[src/rtl/core/cpu8_pkg.sv]
// ----------------------------------------------------------------------------
// cpu8_pkg
// Types and constants shared by the 8-bit datapath core, its channel
// interfaces and its checker.
// ----------------------------------------------------------------------------
package cpu8_pkg;

  localparam int unsigned NumRegs    = 4;
  localparam int unsigned RegIdxW    = 2;
  localparam int unsigned DataW      = 8;
  localparam int unsigned AddrW      = 8;
  localparam int unsigned StoreDepth = 256;
  localparam int unsigned InstrW     = 16;

  typedef logic [DataW-1:0]   byte_t;
  typedef logic [RegIdxW-1:0] ridx_t;
  typedef logic [AddrW-1:0]   addr_t;
  typedef logic [InstrW-1:0]  instr_t;

  // Instruction opcodes; the remaining codes execute as no-ops.
  typedef enum logic [3:0] {
    OP_ADD  = 4'h0,
    OP_ADDI = 4'h1,
    OP_OR   = 4'h2,
    OP_SUB  = 4'h3,
    OP_BEQ  = 4'h4,
    OP_LW   = 4'h5,
    OP_SW   = 4'h6,
    OP_J    = 4'h7
  } op_e;

  // Transaction kind carried on the input channel.
  typedef enum logic {
    KIND_EXEC    = 1'b0,
    KIND_PRELOAD = 1'b1
  } kind_e;

  // Decoded effect of one transaction, held between accept and result.
  typedef struct packed {
    logic  reg_we;
    ridx_t reg_idx;
    byte_t reg_val;
    logic  is_load;
    logic  mem_we;
    addr_t mem_addr;
    byte_t mem_val;
  } stage_t;

endpackage

[src/rtl/core/cpu8_if.sv]
// ----------------------------------------------------------------------------
// cpu8 channel interfaces
// Valid/ready channels for instruction and preload transactions in, and for
// architectural state reports out.
// ----------------------------------------------------------------------------
interface cpu8_in_if
  import cpu8_pkg::*;
();
  logic   valid;
  logic   ready;
  logic   opcode;
  instr_t instruction;
  addr_t  preload_address;
  byte_t  preload_value;

  modport source (output valid, opcode, instruction, preload_address, preload_value,
                  input ready);
  modport sink   (input valid, opcode, instruction, preload_address, preload_value,
                  output ready);
  modport monitor (input valid, ready, opcode, instruction, preload_address,
                   preload_value);
endinterface

interface cpu8_out_if
  import cpu8_pkg::*;
();
  logic  valid;
  logic  ready;
  byte_t reg_value_0;
  byte_t reg_value_1;
  byte_t reg_value_2;
  byte_t reg_value_3;
  logic  wrote_register;
  ridx_t written_register;
  byte_t written_value;
  logic  wrote_memory;
  addr_t memory_address;
  byte_t memory_value;

  modport source (output valid, reg_value_0, reg_value_1, reg_value_2, reg_value_3,
                  wrote_register, written_register, written_value,
                  wrote_memory, memory_address, memory_value,
                  input ready);
  modport sink   (input valid, reg_value_0, reg_value_1, reg_value_2, reg_value_3,
                  wrote_register, written_register, written_value,
                  wrote_memory, memory_address, memory_value,
                  output ready);
  modport monitor (input valid, ready, reg_value_0, reg_value_1, reg_value_2,
                   reg_value_3, wrote_register, written_register, written_value,
                   wrote_memory, memory_address, memory_value);
endinterface

[src/rtl/core/eight_bit_single_cycle_cpu_datapath_core.sv]
// ----------------------------------------------------------------------------
// eight_bit_single_cycle_cpu_datapath_core
// Executes one 16-bit instruction or one data preload per transaction against
// a four-entry register file and a 256-byte synchronous data memory.
// ----------------------------------------------------------------------------
//  Channel   Dir  Contents
//  in_ch_i   in   item kind, instruction word, preload address and byte
//  out_ch_o  out  register file after the item, register and memory writes
//
// One transaction per cycle is sustained while out_ch_o is not stalled. A
// transaction moves from the execute stage to the output register when that
// register is empty or being read, and its result is presented from there.
// Loads read the data memory at accept; the read data is forwarded from the
// execute stage to the next instruction, so there is no load-use bubble.
// Reset clears the register file and the 256 memory valid bits at once; an
// entry never written reads as zero. No clearing pass is needed.
// While out_ch_o is stalled the output register holds its result and one more
// transaction can still be accepted into the execute stage.
module eight_bit_single_cycle_cpu_datapath_core
  import cpu8_pkg::*;
(
  input  logic clk_i,
  input  logic rst_ni,
  cpu8_in_if.sink    in_ch_i,
  cpu8_out_if.source out_ch_o
);

  // Execute stage.
  logic   s1_valid_q;
  stage_t s1_q;
  logic   s1_adv;

  // Architectural state.
  byte_t              rf_q [NumRegs];
  byte_t              mem_q [StoreDepth];
  logic [StoreDepth-1:0] vld_q;
  byte_t              rdata_q;
  logic               rvld_q;

  // Output register.
  logic   out_valid_q;
  byte_t  out_regs_q [NumRegs];
  stage_t out_q;

  byte_t  rf_view [NumRegs];
  byte_t  s1_val;
  stage_t s1_rep;
  stage_t nxt;
  addr_t  eff;
  logic   accept;
  kind_e  kind;
  op_e    op;
  ridx_t  rs, rt, rd;
  byte_t  imm, opa, opb;

  assign s1_adv = s1_valid_q && (!out_valid_q || out_ch_o.ready);
  assign in_ch_i.ready = !s1_valid_q || s1_adv;
  assign accept = in_ch_i.valid && in_ch_i.ready;

  // The execute-stage write is merged into the register view, so younger
  // instructions and the result report both see it before it commits.
  assign s1_val = s1_q.is_load ? (rvld_q ? rdata_q : '0) : s1_q.reg_val;

  always_comb begin
    s1_rep         = s1_q;
    s1_rep.reg_val = s1_val;
  end

  always_comb begin
    for (int k = 0; k < NumRegs; k++) begin
      rf_view[k] = (s1_valid_q && s1_q.reg_we && (s1_q.reg_idx == ridx_t'(k)))
                   ? s1_val : rf_q[k];
    end
  end

  // Decode and execute.
  always_comb begin
    kind = kind_e'(in_ch_i.opcode);
    op   = op_e'(in_ch_i.instruction[15:12]);
    rs   = in_ch_i.instruction[11:10];
    rt   = in_ch_i.instruction[9:8];
    rd   = in_ch_i.instruction[7:6];
    imm  = in_ch_i.instruction[7:0];
    opa  = rf_view[rs];
    opb  = rf_view[rt];
    eff  = opa + imm;
    nxt  = '0;
    if (kind == KIND_PRELOAD) begin
      nxt.mem_we   = 1'b1;
      nxt.mem_addr = in_ch_i.preload_address;
      nxt.mem_val  = in_ch_i.preload_value;
    end else begin
      case (op)
        OP_ADD: begin
          nxt.reg_we  = 1'b1;
          nxt.reg_idx = rd;
          nxt.reg_val = opa + opb;
        end
        OP_ADDI: begin
          nxt.reg_we  = 1'b1;
          nxt.reg_idx = rt;
          nxt.reg_val = eff;
        end
        OP_OR: begin
          nxt.reg_we  = 1'b1;
          nxt.reg_idx = rd;
          nxt.reg_val = opa | opb;
        end
        OP_SUB: begin
          nxt.reg_we  = 1'b1;
          nxt.reg_idx = rd;
          nxt.reg_val = opa - opb;
        end
        OP_LW: begin
          nxt.reg_we  = 1'b1;
          nxt.reg_idx = rt;
          nxt.is_load = 1'b1;
        end
        OP_SW: begin
          nxt.mem_we   = 1'b1;
          nxt.mem_addr = eff;
          nxt.mem_val  = opb;
        end
        default: begin
          nxt = '0;
        end
      endcase
    end
  end

  // Data memory: write and registered read both happen at accept.
  always_ff @(posedge clk_i) begin
    if (accept && nxt.mem_we) begin
      mem_q[nxt.mem_addr] <= nxt.mem_val;
    end
    if (accept && nxt.is_load) begin
      rdata_q <= mem_q[eff];
    end
  end

  always_ff @(posedge clk_i or negedge rst_ni) begin
    if (!rst_ni) begin
      vld_q  <= '0;
      rvld_q <= 1'b0;
    end else if (accept) begin
      if (nxt.mem_we) begin
        vld_q[nxt.mem_addr] <= 1'b1;
      end
      if (nxt.is_load) begin
        rvld_q <= vld_q[eff];
      end
    end
  end

  // Execute stage control and payload.
  always_ff @(posedge clk_i or negedge rst_ni) begin
    if (!rst_ni) begin
      s1_valid_q <= 1'b0;
    end else if (accept) begin
      s1_valid_q <= 1'b1;
    end else if (s1_adv) begin
      s1_valid_q <= 1'b0;
    end
  end

  always_ff @(posedge clk_i) begin
    if (accept) begin
      s1_q <= nxt;
    end
  end

  // Register file commits when the execute stage moves to the output.
  always_ff @(posedge clk_i or negedge rst_ni) begin
    if (!rst_ni) begin
      for (int k = 0; k < NumRegs; k++) begin
        rf_q[k] <= '0;
      end
    end else if (s1_adv) begin
      for (int k = 0; k < NumRegs; k++) begin
        rf_q[k] <= rf_view[k];
      end
    end
  end

  // Output register.
  always_ff @(posedge clk_i or negedge rst_ni) begin
    if (!rst_ni) begin
      out_valid_q <= 1'b0;
    end else if (s1_adv) begin
      out_valid_q <= 1'b1;
    end else if (out_ch_o.ready) begin
      out_valid_q <= 1'b0;
    end
  end

  always_ff @(posedge clk_i) begin
    if (s1_adv) begin
      for (int k = 0; k < NumRegs; k++) begin
        out_regs_q[k] <= rf_view[k];
      end
      out_q <= s1_rep;
    end
  end

  assign out_ch_o.valid            = out_valid_q;
  assign out_ch_o.reg_value_0      = out_regs_q[0];
  assign out_ch_o.reg_value_1      = out_regs_q[1];
  assign out_ch_o.reg_value_2      = out_regs_q[2];
  assign out_ch_o.reg_value_3      = out_regs_q[3];
  assign out_ch_o.wrote_register   = out_q.reg_we;
  assign out_ch_o.written_register = out_q.reg_idx;
  assign out_ch_o.written_value    = out_q.reg_val;
  assign out_ch_o.wrote_memory     = out_q.mem_we;
  assign out_ch_o.memory_address   = out_q.mem_addr;
  assign out_ch_o.memory_value     = out_q.mem_val;

endmodule

[src/flat_wrapper.sv]
// flat-port wrapper written by rule: the top's interface ports become plain ports
module eight_bit_single_cycle_cpu_datapath_core_flat import cpu8_pkg::*;
  (clk_i, rst_ni, in_ch_i_valid, in_ch_i_opcode, in_ch_i_instruction, in_ch_i_preload_address, in_ch_i_preload_value, in_ch_i_ready, out_ch_o_valid, out_ch_o_reg_value_0, out_ch_o_reg_value_1, out_ch_o_reg_value_2, out_ch_o_reg_value_3, out_ch_o_wrote_register, out_ch_o_written_register, out_ch_o_written_value, out_ch_o_wrote_memory, out_ch_o_memory_address, out_ch_o_memory_value, out_ch_o_ready);
  cpu8_in_if in_ch_i_i ();
  cpu8_out_if out_ch_o_i ();
  input  logic clk_i;
  input  logic rst_ni;
  input wire logic [$bits(in_ch_i_i.valid)-1:0] in_ch_i_valid;
  input wire logic [$bits(in_ch_i_i.opcode)-1:0] in_ch_i_opcode;
  input wire logic [$bits(in_ch_i_i.instruction)-1:0] in_ch_i_instruction;
  input wire logic [$bits(in_ch_i_i.preload_address)-1:0] in_ch_i_preload_address;
  input wire logic [$bits(in_ch_i_i.preload_value)-1:0] in_ch_i_preload_value;
  output wire logic [$bits(in_ch_i_i.ready)-1:0] in_ch_i_ready;
  output wire logic [$bits(out_ch_o_i.valid)-1:0] out_ch_o_valid;
  output wire logic [$bits(out_ch_o_i.reg_value_0)-1:0] out_ch_o_reg_value_0;
  output wire logic [$bits(out_ch_o_i.reg_value_1)-1:0] out_ch_o_reg_value_1;
  output wire logic [$bits(out_ch_o_i.reg_value_2)-1:0] out_ch_o_reg_value_2;
  output wire logic [$bits(out_ch_o_i.reg_value_3)-1:0] out_ch_o_reg_value_3;
  output wire logic [$bits(out_ch_o_i.wrote_register)-1:0] out_ch_o_wrote_register;
  output wire logic [$bits(out_ch_o_i.written_register)-1:0] out_ch_o_written_register;
  output wire logic [$bits(out_ch_o_i.written_value)-1:0] out_ch_o_written_value;
  output wire logic [$bits(out_ch_o_i.wrote_memory)-1:0] out_ch_o_wrote_memory;
  output wire logic [$bits(out_ch_o_i.memory_address)-1:0] out_ch_o_memory_address;
  output wire logic [$bits(out_ch_o_i.memory_value)-1:0] out_ch_o_memory_value;
  input wire logic [$bits(out_ch_o_i.ready)-1:0] out_ch_o_ready;
  assign in_ch_i_i.valid = in_ch_i_valid;
  assign in_ch_i_i.opcode = in_ch_i_opcode;
  assign in_ch_i_i.instruction = in_ch_i_instruction;
  assign in_ch_i_i.preload_address = in_ch_i_preload_address;
  assign in_ch_i_i.preload_value = in_ch_i_preload_value;
  assign in_ch_i_ready = in_ch_i_i.ready;
  assign out_ch_o_valid = out_ch_o_i.valid;
  assign out_ch_o_reg_value_0 = out_ch_o_i.reg_value_0;
  assign out_ch_o_reg_value_1 = out_ch_o_i.reg_value_1;
  assign out_ch_o_reg_value_2 = out_ch_o_i.reg_value_2;
  assign out_ch_o_reg_value_3 = out_ch_o_i.reg_value_3;
  assign out_ch_o_wrote_register = out_ch_o_i.wrote_register;
  assign out_ch_o_written_register = out_ch_o_i.written_register;
  assign out_ch_o_written_value = out_ch_o_i.written_value;
  assign out_ch_o_wrote_memory = out_ch_o_i.wrote_memory;
  assign out_ch_o_memory_address = out_ch_o_i.memory_address;
  assign out_ch_o_memory_value = out_ch_o_i.memory_value;
  assign out_ch_o_i.ready = out_ch_o_ready;
  eight_bit_single_cycle_cpu_datapath_core u_core (.clk_i(clk_i), .rst_ni(rst_ni), .in_ch_i(in_ch_i_i), .out_ch_o(out_ch_o_i));
endmodule
[config.mk]
export PLATFORM = sky130hd
export DESIGN_NAME = eight_bit_single_cycle_cpu_datapath_core_flat
export DESIGN_NICKNAME = d
export VERILOG_FILES = /design/src/rtl/core/cpu8_pkg.sv /design/src/rtl/core/cpu8_if.sv /design/src/rtl/core/eight_bit_single_cycle_cpu_datapath_core.sv /design/src/flat_wrapper.sv
export SDC_FILE = /design/constraint.sdc
export NUM_CORES = 2
export LEC_CHECK = 0
export BUFFER_PORTS_ARGS = -buffer_cell sky130_fd_sc_hd__buf_2
export CORE_ASPECT_RATIO = 1.4
export CORE_MARGIN = 2
export CORE_UTILIZATION = 40
export CTS_BUF_LIST = sky130_fd_sc_hd__clkbuf_4
export DETAILED_ROUTE_END_ITERATION = 8
export GPL_TIMING_DRIVEN = 0
export PLACE_DENSITY = 0.53
export SYNTH_ARGS = -nofsm -noshare
export SYNTH_HDL_FRONTEND = slang
export SYNTH_SLANG_ARGS = --single-unit
[constraint.sdc]
create_clock -name clk_i -period 16.53 [get_ports clk_i]
set_clock_uncertainty 0.05 [all_clocks]
set_input_delay 3.306 -clock clk_i [delete_from_list [all_inputs] [get_ports clk_i]]
set_output_delay 3.306 -clock clk_i [all_outputs]
set_load 0.005 [all_outputs]
==> flow_metrics.py <==
metrics = {
    "grt": {
        "grt_pass1_wl_um": 406700,
        "grtUsageMet3_pct": 3.965,
        "use_met2_pct": 41.34,
        "busiest_layer": "met2",
        "grt_pass1_vias": 53530,
        "use_met1_pct": 28.24,
        "track_usage_pct": 23.81,
        "antenna_found_initial": 20,
        "overflow": 0,
        "grt_max_degree": 124,
    },
    "clocking": {
        "hold_buffers": 0,
        "cts_resized": 0,
        "numCtsBuffers": 598,
        "clockBufferDepth": 4,
        "cts_num_sinks": 2436,
        "htree_levels": 6,
        "postCtsSetupBuffers": 0,
        "tritoncts": "built",
        "cts-root-buf": "clkbuf_4",
        "clkSlewWorstSetupHoldPaths_ns": 0.07,
        "insertion_delay_ns": 1.30,
    },
    "synthesis": {
        "synth_edf_count": 2145,
        "synth_nets": 4699,
        "ys.flop_type": "edfxtp_1",
        "yosysTopAreaCellShare_pct": 66.47,
        "syn_inst": 4644,
        "async_reset_ff_share_pct": 11.95,
        "ys_seq_area_share_pct": 73.98,
        "synth.cell_area_um2": 96910,
        "synth_top_cell_by_area": "edfxtp_1",
        "synth.distinct_cells": 73,
        "ys_warn_count": 0,
        "ys_ff_latch": 2436,
        "synth_area_per_cell_um2": 20.87,
        "ys_top_cells_by_area": "edfxtp_1 66%, mux4_2 17%, dfrtp_1 7.5%, mux2i_1 1.4%, o21bai_1 1.2%",
    },
    "sta": {
        "drv_slew": 0,
        "max_freq_mhz": 107.2,
        "worstMarginPinSlew_ns": 1.489,
        "fin_crit_sh_pct": 56.44,
        "min_period_ns": 9.330,
        "rsz0062_at_grt": "false",
        "setup_viol": 0,
        "tns_ns": 0,
        "finalHoldViolCount": 0,
        "timing.slew.headroom_pct": 0.7247,
    },
    "floorplan": {
        "start_util_pct": 40.27,
        "coreArea_um2": 240700,
        "die_h_um": 586.4,
        "die_w_um": 420.0,
        "dieArea_um2": 246300,
        "num_io_pins": 99,
        "rows": 213,
    },
    "worst_setup_path": {
        "crit_start": "in_ch_i_instruction[10]",
        "ff2ff_setup_slack_ns": 8.18,
        "cp-end-kind": "flop",
        "r2r-end": "u_core.rdata_q[2]$_DFFE_PP_",
        "path_max_fanout": 11,
        "start_kind": "primary input",
        "worstReg2RegStart": "u_core.s1_q[17]$_DFFE_PP_",
        "reg2reg_depth": 16,
        "critPathKind": "primary input to flop",
        "arrival_ns": 10.28,
        "cp.required_ns": 17.48,
    },
    "run_status": {
        "violations": "capacitance limit",
        "outcome": "complete, but fails checks",
    },
    "power_and_ir_drop": {
        "p_clk_share_pct": 27.3,
        "power_mw": 18.30,
        "power_switching_mw": 6.423,
        "switching_share_pct": 35.10,
        "p_per_area_nw_per_um2": 165.1,
        "p_seq_share_pct": 37.6,
        "peakVddDrop_mv": 0.09460,
        "p_int_mw": 11.88,
        "p_leak_nw": 37.90,
        "combPwrFrac_pct": 35.2,
    },
    "hold_path": {
        "whs_path_depth": 0,
        "hold_path.class": "flop to flop",
        "worstHoldStart": "u_core.s1_q[16]$_DFFE_PP_",
        "holdPathEnd": "u_core.out_ch_o.wrote_memory$_DFFE_PP_",
    },
    "routing": {
        "vias": 50980,
        "drt_iter0_drc": 4772,
        "wirelength_um": 293100,
        "firstDrtPassIters": 5,
        "drc": 0,
        "wl_per_cell_um": 32.24,
        "viasPerCell": 5.607,
        "drtAntennaViolNets": 0,
    },
    "place": {
        "gp_congestion": 0.9214,
        "io_buffers": 92,
        "place_hpwl_um": 201600,
    },
    "cells_and_area": {
        "drive_above_1_share_pct": 35.25,
        "final_common_cell": "edfxtp_1",
        "nets": 5485,
        "final_cell_mix": "2,145 x edfxtp_1, 870 x clkbuf_4, 727 x mux4_2",
        "syn_to_final_growth_pct": 14.37,
        "fill_cells": 20630,
    },
    "run": {
        "max_cap_violations": 1,
    },
}
-- worst max-delay path, stage by stage --
cell	delay (ns)
buf_1	0.61
mux4_2	0.71
ha_1	0.30
fa_1	0.57
buf_2	0.29
clkbuf_2	0.86
clkbuf_1	1.11
mux4_2	0.47
mux4_2	0.56
mux2i_1	0.38
mux2i_1	0.30
mux2i_1	0.57
mux2i_1	0.18
-- routing by layer --
metal  wire (um)  share of wire [%]
met3       16330                5.6
met5         103              0.035
met2      151100                 52
met1      108700                 37
met4       16870                5.8
-- cell usage after synthesis, drive strengths merged, types with 17 or more instances --
cell type,n
o21bai,160
buf,147
a31o,54
o21ai,51
edfxtp,2145
nand3,25
inv,50
a21o,59
a211oi,17
mux4,727
clkbuf,149
nand2,101
nor3,109
nor2,238
dfrtp,291
mux2i,132
a21oi,26
-- stage by stage --
| stage | cell area, um2 | std cells | worst slack, ns | utilization (%) | hold WS, ns |
|---|---|---|---|---|---|
| 2_1_floorplan | 96910 | 4644 | 0.05490 | - | 0.3503 |
| 3_3_place_gp | 101400 | 7961 | -15.14 | 42.14 | 0.3544 |
| 3_5_place_dp | 103200 | 8048 | 5.959 | 42.90 | 0.3545 |
| 4_1_cts | 110700 | 9076 | 7.328 | 46.00 | 0.3646 |
| 5_1_grt | 110800 | 9089 | 7.204 | 46.05 | 0.3763 |
| 6_report | 110800 | 9092 | 7.201 | 46.06 | 0.3666 |
-- cells by family after synthesis --
family	share of synthesized area, %
flip-flops	73.98
multiplexers	18.41
AND/OR/NAND/NOR	2.470
AO/OA/AOI/OAI	3.188
buffers and inverters	1.560
adder cells (fa/ha/maj)	0.2479
XOR/XNOR	0.1446
-- sequential cells by signal, indices dropped and copies added (netlist names) --
name / cells
u_core.mem_q: 2048
u_core.out_ch_o.memory_address: 8
u_core.out_ch_o.memory_value: 8
u_core.out_ch_o.valid: 1
u_core.out_ch_o.written_register: 2
u_core.out_ch_o.written_value: 8
u_core.out_ch_o.wrote_memory: 1
u_core.out_ch_o.wrote_register: 1
u_core.out_regs_q: 32
u_core.rdata_q: 8
u_core.rf_q: 32
u_core.rvld_q: 1
u_core.s1_q: 29
u_core.s1_valid_q: 1
u_core.vld_q: 256
-- final cells by class --
class	instances	area (um2)	area share, %
sequential	2436	71690	64.69
clock inverter	163	967.2	0.8726
buffer	296	1359	1.226
antenna	9	22.52	0.02032
tap	3225	4035	3.641
multi-input combinational	1862	24020	21.67
timing repair buffer	186	2053	1.853
inverter	50	190.2	0.1716
clock buffer	865	6494	5.859
-- power groups by stage --
stage,registers (mW),clock network (mW),logic (mW)
after floorplan,7.06,0,3.68
after global placement,7.14,0,6.40
after detailed placement,7.01,0,6.47
after CTS,6.88,5.11,6.48
after global routing,6.88,5.40,6.58
final,6.88,4.99,6.44
-- worst max path at each step --
stage / endpoint / cells past startpoint
after detailed placement: u_core.rdata_q[2]$_DFFE_PP_ / 13
after CTS: u_core.mem_q[170][7]$_DFFE_PP_ / 12
final: u_core.rdata_q[2]$_DFFE_PP_ / 13
after floorplan: u_core.mem_q[0][2]$_DFFE_PP_ / 3
after global placement: u_core.mem_q[100][1]$_DFFE_PP_ / 3
after global routing: u_core.mem_q[170][1]$_DFFE_PP_ / 12
Note: power is estimated with default switching activity, not from simulation.
